`config.mk`:
```
export PLATFORM = sky130hd
export DESIGN_NAME = stepper_accel_ramp_flat
export DESIGN_NICKNAME = d
export VERILOG_FILES = /design/src/hdl/sar_pkg.sv /design/src/hdl/sar_if.sv /design/src/hdl/sar_divider.sv /design/src/hdl/stepper_accel_ramp.sv /design/src/flat_wrapper.sv
export VERILOG_INCLUDE_DIRS = /design/src /design/src/hdl
export SDC_FILE = /design/constraint.sdc
export NUM_CORES = 1
export LEC_CHECK = 0
export BUFFER_PORTS_ARGS = -buffer_cell sky130_fd_sc_hd__buf_2
export CAP_MARGIN = 20
export CORE_MARGIN = 1
export CORE_UTILIZATION = 55
export CTS_BUF_LIST = sky130_fd_sc_hd__clkbuf_2
export DETAILED_ROUTE_END_ITERATION = 10
export GPL_TIMING_DRIVEN = 0
export PLACE_DENSITY = 0.81
export RECOVER_POWER = 50
export SLEW_MARGIN = 20
export SYNTH_ARGS = -nofsm -noshare
export SYNTH_HDL_FRONTEND = slang
export SYNTH_SLANG_ARGS = --single-unit
```
`constraint.sdc`:
```
create_clock -name clk -period 6.16 [get_ports clk]
set_clock_uncertainty 0.15 [all_clocks]
set_input_delay 0.308 -clock clk [delete_from_list [all_inputs] [get_ports clk]]
set_output_delay 0.308 -clock clk [all_outputs]
set_load 0.02 [all_outputs]
```
`src/hdl/stepper_accel_ramp_defines.svh`:
```
// ----------------------------------------------------------------------------
// stepper_accel_ramp_defines.svh
// Assertion macros shared by the stepper ramp RTL.
// ----------------------------------------------------------------------------
`ifndef STEPPER_ACCEL_RAMP_DEFINES_SVH
`define STEPPER_ACCEL_RAMP_DEFINES_SVH

// Same-cycle implication, checked on clk, off during reset
`define SAR_ASSERT_SAME(label, ante, cons) \
    label: assert property (@(posedge clk) disable iff (!rst_n) (ante) |-> (cons)) \
        else $error("stepper_accel_ramp: same-cycle check failed");

// Next-cycle implication, checked on clk, off during reset
`define SAR_ASSERT_NEXT(label, ante, cons) \
    label: assert property (@(posedge clk) disable iff (!rst_n) (ante) |=> (cons)) \
        else $error("stepper_accel_ramp: next-cycle check failed");

`endif

```
`src/hdl/sar_pkg.sv`:
```
`timescale 1ns / 1ps
// ----------------------------------------------------------------------------
// sar_pkg
// Widths, register indexes, reset values and shared types of the stepper ramp.
// ----------------------------------------------------------------------------
package sar_pkg;

    // Delay format: DELAY_WIDTH integer bits, FRACTION_BITS fraction bits
    localparam int FRACTION_BITS  = 8;
    localparam int DELAY_WIDTH    = 16;
    localparam int DELAY_BITS     = DELAY_WIDTH + FRACTION_BITS;

    localparam int POS_BITS       = 32;
    localparam int INDEX_BITS     = 32;
    localparam int COUNT_BITS     = 16;
    localparam int MIN_DELAY_BITS = 16;

    // Divider: dividend is 2*d, divisor is 4n+1
    localparam int DIVIDEND_BITS  = DELAY_BITS + 1;
    localparam int DIVISOR_BITS   = INDEX_BITS + 2;
    localparam int REM_BITS       = DIVIDEND_BITS;
    localparam int DIV_CNT_BITS   = $clog2(DIVIDEND_BITS);

    // Configuration port
    localparam int CFG_INDEX_BITS = 2;
    localparam int CFG_DATA_BITS  = 32;

    localparam logic [CFG_INDEX_BITS-1:0] REG_TARGET     = 2'd0;
    localparam logic [CFG_INDEX_BITS-1:0] REG_MIN_DELAY  = 2'd1;
    localparam logic [CFG_INDEX_BITS-1:0] REG_INIT_DELAY = 2'd2;

    localparam logic [POS_BITS-1:0]       TARGET_RESET     = 32'd1000;
    localparam logic [MIN_DELAY_BITS-1:0] MIN_DELAY_RESET  = 16'd50;
    localparam logic [DELAY_BITS-1:0]     INIT_DELAY_RESET = 24'd430080;

    typedef logic [DELAY_BITS-1:0]     delay_t;
    typedef logic [DELAY_WIDTH-1:0]    delay_int_t;
    typedef logic signed [POS_BITS-1:0] pos_t;
    typedef logic [INDEX_BITS-1:0]     index_t;
    typedef logic [COUNT_BITS-1:0]     count_t;

    // Divider request and response
    typedef struct packed {
        logic                     start;
        logic [DIVIDEND_BITS-1:0] dividend;
        logic [DIVISOR_BITS-1:0]  divisor;
    } div_req_t;

    typedef struct packed {
        logic                     busy;
        logic                     done;
        logic [DIVIDEND_BITS-1:0] quotient;
    } div_rsp_t;

endpackage

```
`src/hdl/sar_if.sv`:
```
`timescale 1ns / 1ps
// ----------------------------------------------------------------------------
// sar_if
// Valid/ready channels of the stepper ramp: step ticks in, step results out.
// ----------------------------------------------------------------------------

// Tick channel
interface sar_tick_if;
    logic valid;
    logic ready;
    logic restart;

    modport source (output valid, output restart, input ready);
    modport sink   (input valid, input restart, output ready);
endinterface

// Result channel
interface sar_result_if import sar_pkg::*; ();
    logic       valid;
    logic       ready;
    delay_int_t step_delay_us;
    pos_t       new_position;
    logic       moved;
    logic       direction;
    logic       accelerating;
    count_t     speedup_steps;

    modport source (output valid, output step_delay_us, output new_position,
                    output moved, output direction, output accelerating,
                    output speedup_steps, input ready);
    modport sink   (input valid, input step_delay_us, input new_position,
                    input moved, input direction, input accelerating,
                    input speedup_steps, output ready);
endinterface

```
`src/hdl/sar_divider.sv`:
```
`timescale 1ns / 1ps
// ----------------------------------------------------------------------------
// sar_divider
// Restoring divider, one quotient bit per cycle through a single subtractor.
// ----------------------------------------------------------------------------
module sar_divider import sar_pkg::*;
(
    input  logic     clk,
    input  logic     rst_n,
    input  div_req_t req,
    output div_rsp_t rsp
);

    localparam logic [DIV_CNT_BITS-1:0] DIV_LAST = DIV_CNT_BITS'(DIVIDEND_BITS - 1);

    logic                     busy_reg, busy_next;
    logic                     done_reg, done_next;
    logic [DIV_CNT_BITS-1:0]  cnt_reg, cnt_next;
    logic [REM_BITS-1:0]      rem_reg, rem_next;
    logic [DIVIDEND_BITS-1:0] dvd_reg, dvd_next;
    logic [DIVISOR_BITS-1:0]  dsr_reg, dsr_next;

    logic [REM_BITS:0]        shifted;
    logic [DIVISOR_BITS:0]    trial;
    logic                     fits;

    // Shared subtract and compare: bring down one dividend bit
    assign shifted = {rem_reg, dvd_reg[DIVIDEND_BITS-1]};
    assign trial   = (DIVISOR_BITS + 1)'(shifted) - {1'b0, dsr_reg};
    assign fits    = ~trial[DIVISOR_BITS];

    // Sequencer
    always_comb
    begin
        busy_next = busy_reg;
        done_next = 1'b0;
        cnt_next  = cnt_reg;
        rem_next  = rem_reg;
        dvd_next  = dvd_reg;
        dsr_next  = dsr_reg;
        if (req.start)
        begin
            busy_next = 1'b1;
            cnt_next  = '0;
            rem_next  = '0;
            dvd_next  = req.dividend;
            dsr_next  = req.divisor;
        end
        else if (busy_reg)
        begin
            rem_next = fits ? trial[REM_BITS-1:0] : shifted[REM_BITS-1:0];
            // quotient bits shift in where dividend bits leave
            dvd_next = {dvd_reg[DIVIDEND_BITS-2:0], fits};
            cnt_next = cnt_reg + 1'b1;
            if (cnt_reg == DIV_LAST)
            begin
                busy_next = 1'b0;
                done_next = 1'b1;
            end
        end
    end

    // Control state
    always_ff @(posedge clk or negedge rst_n)
    begin
        if (!rst_n)
        begin
            busy_reg <= 1'b0;
            done_reg <= 1'b0;
            cnt_reg  <= '0;
        end
        else
        begin
            busy_reg <= busy_next;
            done_reg <= done_next;
            cnt_reg  <= cnt_next;
        end
    end

    // Datapath
    always_ff @(posedge clk)
    begin
        rem_reg <= rem_next;
        dvd_reg <= dvd_next;
        dsr_reg <= dsr_next;
    end

    assign rsp.busy     = busy_reg;
    assign rsp.done     = done_reg;
    assign rsp.quotient = dvd_reg;

endmodule

```
`src/hdl/stepper_accel_ramp.sv`:
```
`timescale 1ns / 1ps
// ----------------------------------------------------------------------------
// stepper_accel_ramp
// Linear-acceleration step ramp for a stepper motor, 16.8 fixed-point delay.
// ----------------------------------------------------------------------------
// Each tick transfer yields one result transfer. A tick that leaves the delay
// unchanged (target reached, or delay at or below min_delay) goes from ST_IDLE
// through ST_DONE back to ST_IDLE, where the next tick can be accepted. A
// speed-up tick computes d - floor(2d/(4n+1)) on a restoring divider that
// produces one quotient bit per cycle over 25 bits, and passes through ST_DIV
// before ST_DONE. A stalled result channel holds the ramp in ST_DONE. Write
// the configuration only while no tick is in flight.
// ----------------------------------------------------------------------------
`include "stepper_accel_ramp_defines.svh"

module stepper_accel_ramp import sar_pkg::*;
(
    input  logic                      clk,
    input  logic                      rst_n,
    input  logic                      cfg_we,
    input  logic [CFG_INDEX_BITS-1:0] cfg_index,
    input  logic [CFG_DATA_BITS-1:0]  cfg_data,
    sar_tick_if.sink                  tick,
    sar_result_if.source              result
);

    localparam logic [1:0] ST_IDLE = 2'd0;
    localparam logic [1:0] ST_DIV  = 2'd1;
    localparam logic [1:0] ST_DONE = 2'd2;

    localparam index_t INDEX_ONE = index_t'(1);

    // Configuration
    pos_t                      target_reg;
    logic [MIN_DELAY_BITS-1:0] min_delay_reg;
    delay_t                    init_delay_reg;

    // Ramp state
    logic [1:0] state_reg, state_next;
    pos_t       position_reg, position_next;
    index_t     index_reg, index_next;
    delay_t     delay_reg, delay_next;
    count_t     speedup_reg, speedup_next;

    // Per-tick result fields
    delay_int_t step_delay_reg, step_delay_next;
    logic       moved_reg, moved_next;
    logic       dir_reg, dir_next;
    logic       accel_reg, accel_next;

    // Output register
    logic       out_valid_reg, out_valid_next;
    delay_int_t out_delay_reg, out_delay_next;
    pos_t       out_pos_reg, out_pos_next;
    logic       out_moved_reg, out_moved_next;
    logic       out_dir_reg, out_dir_next;
    logic       out_accel_reg, out_accel_next;
    count_t     out_speedup_reg, out_speedup_next;

    logic       tick_fire;
    logic       out_free;
    delay_t     eff_delay;
    index_t     eff_index;
    delay_int_t step_int;
    logic       at_target;
    logic       go_up;
    logic       will_accel;

    div_req_t   div_req;
    div_rsp_t   div_rsp;

    sar_divider u_divider (
        .clk   (clk),
        .rst_n (rst_n),
        .req   (div_req),
        .rsp   (div_rsp)
    );

    // Tick decode, restart applied before the step
    assign tick.ready = (state_reg == ST_IDLE);
    assign tick_fire  = tick.valid && tick.ready;
    assign out_free   = !out_valid_reg || result.ready;
    assign eff_delay  = tick.restart ? init_delay_reg : delay_reg;
    assign eff_index  = tick.restart ? INDEX_ONE : index_reg;
    assign step_int   = eff_delay[DELAY_BITS-1:FRACTION_BITS];
    assign at_target  = (position_reg == target_reg);
    assign go_up      = (target_reg > position_reg);
    assign will_accel = !at_target && (step_int > min_delay_reg);

    // Divider launch: 2d over 4n+1
    assign div_req.start    = tick_fire && will_accel;
    assign div_req.dividend = {eff_delay, 1'b0};
    assign div_req.divisor  = {eff_index, 2'b00} + DIVISOR_BITS'(1);

    // Sequencer
    always_comb
    begin
        state_next       = state_reg;
        position_next    = position_reg;
        index_next       = index_reg;
        delay_next       = delay_reg;
        speedup_next     = speedup_reg;
        step_delay_next  = step_delay_reg;
        moved_next       = moved_reg;
        dir_next         = dir_reg;
        accel_next       = accel_reg;
        out_delay_next   = out_delay_reg;
        out_pos_next     = out_pos_reg;
        out_moved_next   = out_moved_reg;
        out_dir_next     = out_dir_reg;
        out_accel_next   = out_accel_reg;
        out_speedup_next = out_speedup_reg;
        out_valid_next   = out_valid_reg && !result.ready;

        unique case (state_reg)
            ST_IDLE:
            begin
                if (tick_fire)
                begin
                    delay_next      = eff_delay;
                    index_next      = at_target ? eff_index : eff_index + 1'b1;
                    position_next   = at_target ? position_reg :
                                      (go_up ? position_reg + 1'b1 : position_reg - 1'b1);
                    step_delay_next = at_target ? '0 : step_int;
                    moved_next      = !at_target;
                    dir_next        = !at_target && !go_up;
                    accel_next      = will_accel;
                    speedup_next    = speedup_reg + count_t'(will_accel);
                    state_next      = will_accel ? ST_DIV : ST_DONE;
                end
            end
            ST_DIV:
            begin
                if (div_rsp.done)
                begin
                    delay_next = delay_reg - div_rsp.quotient[DELAY_BITS-1:0];
                    state_next = ST_DONE;
                end
            end
            ST_DONE:
            begin
                if (out_free)
                begin
                    out_valid_next   = 1'b1;
                    out_delay_next   = step_delay_reg;
                    out_pos_next     = position_reg;
                    out_moved_next   = moved_reg;
                    out_dir_next     = dir_reg;
                    out_accel_next   = accel_reg;
                    out_speedup_next = speedup_reg;
                    state_next       = ST_IDLE;
                end
            end
            default:
            begin
                state_next = ST_IDLE;
            end
        endcase
    end

    // Configuration writes
    always_ff @(posedge clk or negedge rst_n)
    begin
        if (!rst_n)
        begin
            target_reg     <= TARGET_RESET;
            min_delay_reg  <= MIN_DELAY_RESET;
            init_delay_reg <= INIT_DELAY_RESET;
        end
        else if (cfg_we)
        begin
            unique case (cfg_index)
                REG_TARGET:     target_reg     <= cfg_data[POS_BITS-1:0];
                REG_MIN_DELAY:  min_delay_reg  <= cfg_data[MIN_DELAY_BITS-1:0];
                REG_INIT_DELAY: init_delay_reg <= cfg_data[DELAY_BITS-1:0];
                default:        ;
            endcase
        end
    end

    // Control and ramp state
    always_ff @(posedge clk or negedge rst_n)
    begin
        if (!rst_n)
        begin
            state_reg     <= ST_IDLE;
            position_reg  <= '0;
            index_reg     <= INDEX_ONE;
            delay_reg     <= INIT_DELAY_RESET;
            speedup_reg   <= '0;
            out_valid_reg <= 1'b0;
        end
        else
        begin
            state_reg     <= state_next;
            position_reg  <= position_next;
            index_reg     <= index_next;
            delay_reg     <= delay_next;
            speedup_reg   <= speedup_next;
            out_valid_reg <= out_valid_next;
        end
    end

    // Result payload
    always_ff @(posedge clk)
    begin
        step_delay_reg  <= step_delay_next;
        moved_reg       <= moved_next;
        dir_reg         <= dir_next;
        accel_reg       <= accel_next;
        out_delay_reg   <= out_delay_next;
        out_pos_reg     <= out_pos_next;
        out_moved_reg   <= out_moved_next;
        out_dir_reg     <= out_dir_next;
        out_accel_reg   <= out_accel_next;
        out_speedup_reg <= out_speedup_next;
    end

    assign result.valid         = out_valid_reg;
    assign result.step_delay_us = out_delay_reg;
    assign result.new_position  = out_pos_reg;
    assign result.moved         = out_moved_reg;
    assign result.direction     = out_dir_reg;
    assign result.accelerating  = out_accel_reg;
    assign result.speedup_steps = out_speedup_reg;

    // Checks
    `SAR_ASSERT_SAME(a_idle_div_quiet, tick.ready, !div_rsp.busy)
    `SAR_ASSERT_SAME(a_div_only_accel, state_reg == ST_DIV, accel_reg && moved_reg)
    `SAR_ASSERT_SAME(a_out_accel_moved, result.valid && result.accelerating, result.moved)
    `SAR_ASSERT_NEXT(a_delay_shrinks, state_reg == ST_DIV && div_rsp.done, delay_reg <= $past(delay_reg))

endmodule
```
`src/flat_wrapper.sv`:
```
// flat-port wrapper written by rule: the top's interface ports become plain ports
module stepper_accel_ramp_flat import sar_pkg::*;
  (clk, rst_n, cfg_we, cfg_index, cfg_data, tick_valid, tick_restart, tick_ready, result_valid, result_step_delay_us, result_new_position, result_moved, result_direction, result_accelerating, result_speedup_steps, result_ready);
  sar_tick_if tick_i ();
  sar_result_if result_i ();
  input  logic clk;
  input  logic rst_n;
  input  logic cfg_we;
  input  logic [CFG_INDEX_BITS-1:0] cfg_index;
  input  logic [CFG_DATA_BITS-1:0] cfg_data;
  input wire logic [$bits(tick_i.valid)-1:0] tick_valid;
  input wire logic [$bits(tick_i.restart)-1:0] tick_restart;
  output wire logic [$bits(tick_i.ready)-1:0] tick_ready;
  output wire logic [$bits(result_i.valid)-1:0] result_valid;
  output wire logic [$bits(result_i.step_delay_us)-1:0] result_step_delay_us;
  output wire logic [$bits(result_i.new_position)-1:0] result_new_position;
  output wire logic [$bits(result_i.moved)-1:0] result_moved;
  output wire logic [$bits(result_i.direction)-1:0] result_direction;
  output wire logic [$bits(result_i.accelerating)-1:0] result_accelerating;
  output wire logic [$bits(result_i.speedup_steps)-1:0] result_speedup_steps;
  input wire logic [$bits(result_i.ready)-1:0] result_ready;
  assign tick_i.valid = tick_valid;
  assign tick_i.restart = tick_restart;
  assign tick_ready = tick_i.ready;
  assign result_valid = result_i.valid;
  assign result_step_delay_us = result_i.step_delay_us;
  assign result_new_position = result_i.new_position;
  assign result_moved = result_i.moved;
  assign result_direction = result_i.direction;
  assign result_accelerating = result_i.accelerating;
  assign result_speedup_steps = result_i.speedup_steps;
  assign result_i.ready = result_ready;
  stepper_accel_ramp u_core (.clk(clk), .rst_n(rst_n), .cfg_we(cfg_we), .cfg_index(cfg_index), .cfg_data(cfg_data), .tick(tick_i), .result(result_i));
endmodule
```
[After elaboration in Yosys (flattened, before gate mapping)]
Cells that the tools add are included.
Word-level totals
  bits in registers: 356
  latch bits: 0
  RAM bits: 0
  memory bits (read-only): 0
  input bits: 40
  output and inout port bits: 69
  logic and storage cells: 94
  memories: 0
Cells by class
  add/sub/neg operators: 8
  multiply operators: 0
  div/mod/pow operators: 0
  $lt $le $gt $ge: 2
  equal/unequal tests: 9
  shift-type cells: 0
  mux-type cells: 25
  bitwise operators: 2
  reductions and logical operators: 22
Operators with widths (count)
  $mux W32: 3
  $mux W25: 3
  $mux W24: 3
  $add A32 B1 Y32 const B: 2
  $pmux W24 S2: 1
  $sub A26 B34 Y35: 1
  $add A34 B1 Y34 const B: 1
  $eq A32 B32 Y1: 1
  $gt A32 B32 Y1: 1
  $sub A32 B1 Y32 const B: 1
  $sub A24 B24 Y24: 1
  $add A16 B1 Y16: 1
  $gt A16 B16 Y1: 1
  $mux W5: 2
  $reduce_and A2 Y1: 5
  $reduce_and A3 Y1: 3
  $mux W1: 8
  $mux W2: 4
  $pmux W2 S3: 1
  $add A5 B1 Y5 const B: 1
  $eq A5 B5 Y1 const B: 1
  $logic_and A1 B1 Y1: 5
  $eq A2 B1 Y1 const B: 2
  $eq A2 B2 Y1 const B: 2
  other kinds (7): 14

[Longest topological paths before layout]
Gate-level depths: netlist of the first run.
  word-level depth: 6
  mapped depth: 21
  mapped depth without buffers: 21

[Hierarchy]
A second synthesis of the first run with hierarchy kept.
Second synthesis, totals
  cells, all modules: 1837
  area total of the unflattened synthesis: 19500.0 sq um
Modules (own cells, without submodules)
  stepper_accel_ramp: times used 1, cells each 1364, area an instance 14505.2 sq um, sequential area each 7084.3 sq um
  sar_divider: times used 1, cells each 473, area an instance 4994.8 sq um, sequential area each 2447.3 sq um

[Least setup slack after synthesis of the first run]
Ideal clock, no wire load.
  kind: reg2reg
  start point: register u_core.position_reg[31]
  end point: register u_core.position_reg[31]
  library setup time: 0.080 ns
  data arrival time: 4.873 ns
  required time: 5.930 ns
  path slack: 1.057 ns
  cell stages (with the launch flop): 21
  buffers on the path: 0
  period minus slack after synthesis: 5.103 ns
  cell sequence: dfrtp_1 -> inv_1 -> ha_1 -> nand4_1 -> or4_4 -> a21oi_1 -> o21ai_0 -> nand3b_1 -> mux2_2 -> nand2_1 -> ha_1 -> a211oi_1 -> o21ai_1 -> o311ai_1 -> nand2_1 -> a31oi_1 -> o21ai_1 -> a221oi_1 -> o22ai_1 -> a21oi_1 -> xnor2_1
Between the ends
  longest elaborated chain between the ends: 3
  elaborated cells on any way between the ends: 7
  classes of those cells: add/sub: 2; order compare: 1; eq/ne: 1; mux: 1; bitwise: 1; reduce/logical: 1
Ends and longest elaborated chain
  from (decl): RTL line stepper_accel_ramp.sv:40  | pos_t position_reg, position_next;
  from (signal assigned): RTL line stepper_accel_ramp.sv:196  | position_reg <= position_next;
  branches (longest 3 deep; another with $sub A32 B1 Y32)
Several ways; the timed one is not identified.
A chain may end at the register's enable or synchronous reset.

[Final worst setup path of the first run]
  start point: register u_core.position_reg[31]
  end point: register u_core.position_reg[30]
Between the ends
  longest elaborated chain between the ends: 3
  elaborated cells on any way between the ends: 5
  classes of those cells: order compare: 1; eq/ne: 1; mux: 1; bitwise: 1; reduce/logical: 1
Ends and longest elaborated chain
  branches (longest 3 deep; another with $gt A32 B32 Y1)
Several ways; the timed one is not identified.

==> results of run 1 <==
-- layout make-up --
| class | count | area [µm²] | area share, % |
|---|---|---|---|
| multi-input combinational | 1223 | 8651 | 40.26 |
| sequential | 354 | 9462 | 44.03 |
| tap | 448 | 560.5 | 2.608 |
| timing repair buffer | 175 | 1176 | 5.473 |
| antenna | 1 | 2.502 | 0.01164 |
| clock inverter | 24 | 125.1 | 0.5822 |
| buffer | 62 | 259.0 | 1.205 |
| inverter | 146 | 548.0 | 2.550 |
| clock buffer | 141 | 705.7 | 3.284 |
-- final timing paths --
kind                                     startpoint                              to  slack, ps
min                                    cfg_data[21]           u_core.target_reg[21]         50
min in group asynchronous                     rst_n             u_core.index_reg[0]        450
max                         u_core.position_reg[31]         u_core.position_reg[30]        380
max reg2reg                 u_core.position_reg[31]         u_core.position_reg[30]        380
min reg2reg                u_core.step_delay_reg[0]  u_core.result.step_delay_us[0]        260
max in group asynchronous                     rst_n            u_core.index_reg[16]       1110
-- where the power goes --
group,leakage (nW),switching (mW),internal [mW]
Combinational,4.99,3.39,2.25
Sequential,3.84,0.470,3.25
Clock,0.656,0.978,0.647
Total,9.50,4.84,6.15
-- per-stage QoR --
stage	hold slack (ps)	std cells	setup slack (ps)
finish	45.69	2574	380.7
global route	26.04	2574	42.53
CTS	0.2743	2573	7.701
detailed placement	225.3	2345	26.27
global placement	252.3	2341	-287.8
floorplan	-137.6	1785	1057
-- critical path: stages, from the launching register on --
cell and delay (ps):
dfrtp_1 470, inv_1 70, ha_1 310, nand4_1 170
or4_4 580, a21oi_1 130, o21ai_0 230, nand3b_1 170
mux2_2 430, nand2_8 230, ha_1 330, nor2b_1 150
o21ai_1 180, a21boi_1 170, o41ai_1 480, a21oi_2 200
a21oi_2 280, nor2b_1 90, a2111oi_0 550, xor2_1 180
o21ai_0 80
-- repair_timing --
action                     4_1_cts  5_1_grt
hold endpoints to repair       286        0
setup endpoints to repair        0       10
hold buffers                    63        0
gates resized for setup          0        7
-- synth_stat cells, drive strengths merged (3+ instances only) --
library cell,n
a211o,4
a211oi,8
a21boi,5
a21o,33
a21oi,111
a221oi,3
a22o,3
a22oi,3
a31oi,11
and2,7
and3,17
and4,5
buf,13
clkbuf,49
dfrtp,168
dfstp,18
dfxtp,26
edfxtp,142
ha,131
inv,146
mux2,72
mux2i,53
nand2,144
nand2b,17
nand3,72
nand3b,3
nand4,26
nor2,87
nor2b,42
nor3,16
nor3b,4
nor4,8
o211ai,4
o21a,23
o21ai,132
o21bai,4
o221ai,5
o22ai,8
o31a,4
o31ai,8
or2,7
or3,11
xnor2,59
xor2,50
-- cell families after synthesis --
kind of cell	Yosys count	synth area share [%]
AOI/OAI and AO/OA	387	12.38
xor gates and xnor gates	109	5.057
DFF	354	50.12
and+or+nand+nor	469	12.18
adders and majority gates	133	8.894
buffers and inverters	208	4.262
muxes	125	7.105
-- cell usage in the layout, fill, tap and decap left out, types with 5 or more instances in the layout --
master / netlist / layout
inv_2: 1 / 5
a21oi_1: 111 / 109
o21a_1: 23 / 23
xor2_1: 50 / 50
a211oi_1: 8 / 8
inv_1: 145 / 145
nor4_1: 7 / 7
mux2i_1: 53 / 53
dfstp_2: 18 / 18
clkinv_1: 0 / 15
o221ai_1: 5 / 5
or2_2: 7 / 7
and2_1: 6 / 6
clkbuf_1: 49 / 102
o21ai_0: 127 / 126
nor2b_1: 42 / 42
dfrtp_1: 168 / 168
edfxtp_1: 142 / 142
a31oi_1: 11 / 10
nand3_1: 72 / 72
nand4_1: 26 / 26
dlygate4sd3_1: 0 / 62
xnor2_1: 59 / 59
clkbuf_2: 0 / 143
or3_1: 11 / 11
o31ai_1: 8 / 8
nor3_1: 16 / 16
nand2_1: 143 / 142
o21ai_1: 5 / 6
dfxtp_1: 26 / 26
a21o_1: 33 / 33
nor2_1: 86 / 86
buf_1: 6 / 5
and3_1: 17 / 17
mux2_2: 72 / 70
ha_1: 131 / 131
buf_2: 4 / 59
nand2b_1: 17 / 16
o22ai_1: 8 / 8
-- metal layers --
layer / vias up / routed length [µm]
met2: 575 / 22260
met4: 0 / 2145
met5: - / 0
met3: 151 / 2860
met1: 7208 / 20070
li1: 6948 / -
==> results.py, run 1 <==
metrics = {
    "yosys": {
        "synthFlopType": "dfrtp_1",
        "synth_area_per_cell_um2": 10.58,
        "ys_ff_latch": 354,
        "ys_seq_area_share_pct": 50.12,
        "yosysWarningCount": 0,
        "syn_area_mm2": 0.01888,
        "yosysTopAreaCell": "edfxtp_1",
        "synth-edff-count": 142,
        "synth_fp_nets": 1958,
        "synth_top_area_share_pct": 22.59,
        "synthDistinctLibCells": 76,
        "synth_cells": 1785,
        "synth_area_leaders": "edfxtp_1 23%, dfrtp_1 22%, ha_1 8.7%, mux2_2 4.3%, o21ai_0 3.4%",
        "async_reset_ff_share_pct": 52.54,
    },
    "grt": {
        "grt_pass1_vias": 14930,
        "grt_max_degree": 99,
        "use_met1_pct": 35.06,
        "grtUsageMet3_pct": 4.597,
        "top_usage_layer": "met2",
        "overflow": 0,
        "grt_pass1_wl_um": 76060,
        "grt_util_met2_pct": 44.30,
        "grt_antenna_before_repair": 1,
        "grt.total_usage_pct": 27.23,
    },
    "floorplanning": {
        "ios": 109,
        "dieArea_mm2": 0.03507,
        "coreArea_mm2": 0.03362,
        "std_cell_rows": 67,
        "initial_utilization_pct": 56.16,
        "die_w_um": 187.3,
        "die_height_um": 187.3,
    },
    "drt": {
        "ant_nets": 0,
        "drt_wl_total_um": 47340,
        "routedWlPerCell_um": 18.39,
        "drt_iter0_markers": 1165,
        "num_vias": 14880,
        "vias_per_cell": 5.782,
        "drc": 0,
        "dr.pass1.iters": 6,
    },
    "sta": {
        "max_slew.worst_pin.slew_ps": 4163,
        "setup_viol": 0,
        "period_needed_ps": 5779,
        "period_share_pct": 93.82,
        "drv_slew": 204,
        "rsz0062_at_grt": "false",
        "max-slew-margin-rel_pct": -177.5,
        "max_clock_freq_ghz": 0.1730,
        "hold_violations": 0,
        "setup-tns-final_ps": 0,
    },
    "outcome": {
        "status": "finished, violations left",
        "violations": "max-capacitance violations, max-slew violations",
    },
    "pwr": {
        "p_leak_nw": 9.495,
        "totalPowerFinal_mw": 10.99,
        "ir_worst_vdd_mv": 0.4602,
        "power_density_mw_per_mm2": 511.4,
    },
    "worst_setup_path": {
        "arrival_ps": 6450,
        "path_class": "reg -> reg",
        "cp.required_ps": 6830,
        "cp-start-kind": "flip-flop",
        "cp-end-kind": "flip-flop",
        "cp_max_fo": 31,
        "worstRegToRegCells": 20,
    },
    "placement": {
        "dp.final_hpwl_um": 33010,
        "place_area_mm2": 0.02010,
        "io_buffers": 108,
        "gp_congestion": 0.9219,
    },
    "clock_network": {
        "clock-sinks": 354,
        "htree_levels": 3,
        "cts_root_buf": "clkbuf_2",
        "post_cts_buffers": 0,
        "numCtsBuffers": 88,
        "clk_pin_slew_ps": 120,
        "clk_latency_ps": 1000,
        "cts_buffer_depth": 3,
        "cts_tree": "yes",
    },
    "hold_path": {
        "hold_path.class": "in -> reg",
        "hold_depth": 3,
    },
    "layout": {
        "nets": 2223,
        "final_area_mm2": 0.02149,
        "fin_util_pct": 63.93,
        "syn_to_final_growth_pct": 13.83,
        "nFillCells": 2622,
        "drive_gt1_share_pct": 15.39,
    },
    "job": {
        "cap_violations": 3,
    },
}
(Power assumes the default switching activity.)
==> inputs of run 2 (changes only) <==
--- a/config.mk
+++ b/config.mk
@@ -19,3 +19,4 @@
 export SYNTH_ARGS = -nofsm -noshare
 export SYNTH_HDL_FRONTEND = slang
 export SYNTH_SLANG_ARGS = --single-unit
+export TNS_END_PERCENT = 5
==> constraint.sdc (replaced) <==
create_clock -name clk -period 5.62 [get_ports clk]
set_clock_uncertainty 0.15 [all_clocks]
set_input_delay 0.281 -clock clk [delete_from_list [all_inputs] [get_ports clk]]
set_output_delay 0.281 -clock clk [all_outputs]
set_load 0.02 [all_outputs]
==> run 2 against run 1 <==
The run still ends with max-capacitance violations, max-slew violations left. Core utilization is 0.65 points higher. Wire length up 2.7%. Die area did not move. Design area up 1.0%. Sequential power rose by 9.7%. Count of clock-buffer cells in the layout stayed put. Via count up 1.1%. Fmax grew 5.2%. Hold slack improved by 4.4 ps. Critical endpoint unchanged. Largest cell class unchanged.
==> results.py, run 2 (synthesis results as in run 1) <==
metrics = {
    "drt": {
        "num_vias": 15050,
        "vias_per_cell": 5.805,
        "drc": 0,
        "ant_nets": 0,
        "dr.pass1.iters": 6,
        "routedWlPerCell_um": 18.76,
        "drt_iter0_markers": 1200,
        "drt_wl_total_um": 48630,
    },
    "pwr": {
        "ir_worst_vdd_mv": 0.5097,
        "p_comb_share_pct": 51.9,
        "clkPwrFrac_pct": 14.6,
        "seqPwrFrac_pct": 33.5,
        "totalPowerFinal_mw": 12.21,
        "p_sw_share_pct": 44.28,
        "switching_power_mw": 5.407,
        "internal-power_mw": 6.803,
        "p_leak_nw": 9.576,
        "power_density_mw_per_mm2": 562.5,
    },
    "placement": {
        "gp_congestion": 0.9219,
        "dp.final_hpwl_um": 33010,
        "io_buffers": 108,
        "place_area_mm2": 0.02010,
        "dp.cells": 2345,
        "post-place-ws_ps": -513.7,
    },
    "worst_setup_path": {
        "cp-end-kind": "flip-flop",
        "path_class": "reg -> reg",
        "cp-start-kind": "flip-flop",
        "cp_max_fo": 16,
        "arrival_ps": 6150,
        "cp.required_ps": 6270,
    },
    "sta": {
        "hold_violations": 0,
        "drv_slew": 204,
        "layout_setup_ws_ps": 125.8,
        "setup_viol": 0,
        "max_clock_freq_ghz": 0.1820,
        "rsz0062_at_grt": "true",
        "setup-tns-final_ps": 0,
        "period_share_pct": 97.76,
        "period_needed_ps": 5494,
        "max-slew-margin-rel_pct": -71.09,
        "max_slew.worst_pin.slew_ps": 2566,
        "hold_slack_ps": 50.05,
    },
    "floorplanning": {
        "std_cell_rows": 67,
        "die_height_um": 187.3,
        "ios": 109,
        "die_w_um": 187.3,
        "dieArea_mm2": 0.03507,
        "coreArea_mm2": 0.03362,
        "initial_utilization_pct": 56.16,
    },
    "layout": {
        "final_area_mm2": 0.02171,
        "final_common_cell": "dfrtp_1",
        "syn_to_final_growth_pct": 14.99,
        "final_cells": 2592,
        "layout_common_cells": "167 x dfrtp_1, 145 x inv_1, 145 x clkbuf_2",
        "fin_util_pct": 64.58,
        "nets": 2241,
        "drive_gt1_share_pct": 15.68,
    },
    "clock_network": {
        "cts_root_buf": "clkbuf_2",
        "cts_buffer_depth": 3,
        "clk_pin_slew_ps": 120,
        "numCtsBuffers": 88,
        "htree_levels": 3,
        "clock-sinks": 354,
        "cts_tree": "yes",
        "clk_latency_ps": 990,
    },
    "grt": {
        "grt_antenna_before_repair": 1,
        "grt.total_usage_pct": 27.67,
        "grt_max_degree": 99,
        "overflow": 0,
        "grt_pass1_wl_um": 76900,
        "grt_pass1_vias": 14980,
    },
    "outcome": {
        "violations": "max-capacitance violations, max-slew violations",
        "status": "finished, violations left",
    },
    "hold_path": {
        "hold_path.class": "in -> reg",
    },
    "job": {
        "cap_violations": 3,
    },
}
[run 2: power by group through the flow]
stage	combinational, mW	sequential (mW)	clock [mW]
6_report	6.34	4.08	1.79
3_3_place_gp	5.66	4.11	0
4_1_cts	6.10	4.05	1.81
2_1_floorplan	4.50	4.04	0
5_1_grt	7.00	4.15	1.95
3_5_place_dp	5.95	4.10	0
[run 2: path summary, 6_finish.rpt]
| kind | startpoint | end | slack, ps | depth (start not counted) |
|---|---|---|---|---|
| min in group asynchronous | rst_n | u_core.index_reg[0] | 440 | 3 |
| hold / removal | cfg_data[1] | u_core.target_reg[1] | 50 | 3 |
| setup reg to reg | u_core.position_reg[30] | u_core.position_reg[30] | 130 | 20 |
| max in group asynchronous | rst_n | u_core.min_delay_reg[6] | 2360 | 4 |
| setup / recovery | u_core.position_reg[30] | u_core.position_reg[30] | 130 | 20 |
| hold reg to reg | u_core.step_delay_reg[0] | u_core.result.step_delay_us[0] | 260 | 0 |
[run 2: final cells by class]
cell class | instances | area, µm²
fill | 2574 | 11910
sequential | 354 | 9463
multi-input combinational | 1224 | 8712
timing repair buffer | 192 | 1331
clock buffer | 141 | 705.7
tap | 448 | 560.5
inverter | 146 | 548.0
buffer | 62 | 260.3
clock inverter | 24 | 125.1
antenna | 1 | 2.502
[run 2: routing by layer]
| layer | vias to the layer above | part of all wire (%) | GRT usage, % |
|---|---|---|---|
| met3 | 150 | 6.1 | 4.484 |
| met2 | 621 | 48 | 45.34 |
| met1 | 7288 | 42 | 35.51 |
| met4 | 0 | 4.4 | 14.22 |
| li1 | 6987 | - | - |
| met5 | - | 0 | 0 |
[run 2: timing repair]
item / 4_1_cts / 5_1_grt
setup buffers: 0 / 2
setup endpoints to repair: 11 / 36
resized for setup: 8 / 12
hold buffers: 78 / 0
pin swaps: 0 / 2
cloned: 0 / 1
endpoints found under the hold margin: 288 / 0
[run 2: worst max-delay path, stage by stage, from the launching register on]
cell       delay, ps
dfrtp_1          450
inv_1             80
ha_1             310
nand4_1          180
or4_4            590
a21oi_1          130
o21ai_0          230
nand3b_1         170
mux2_2           470
nand2_8          190
ha_1             300
nor2b_1          150
o21ai_1          240
a21boi_2         160
o41ai_2          330
a21oi_2          180
a21oi_2          280
nor2b_1          110
a2111oi_2        390
xor2_1           160
o21ai_0           80
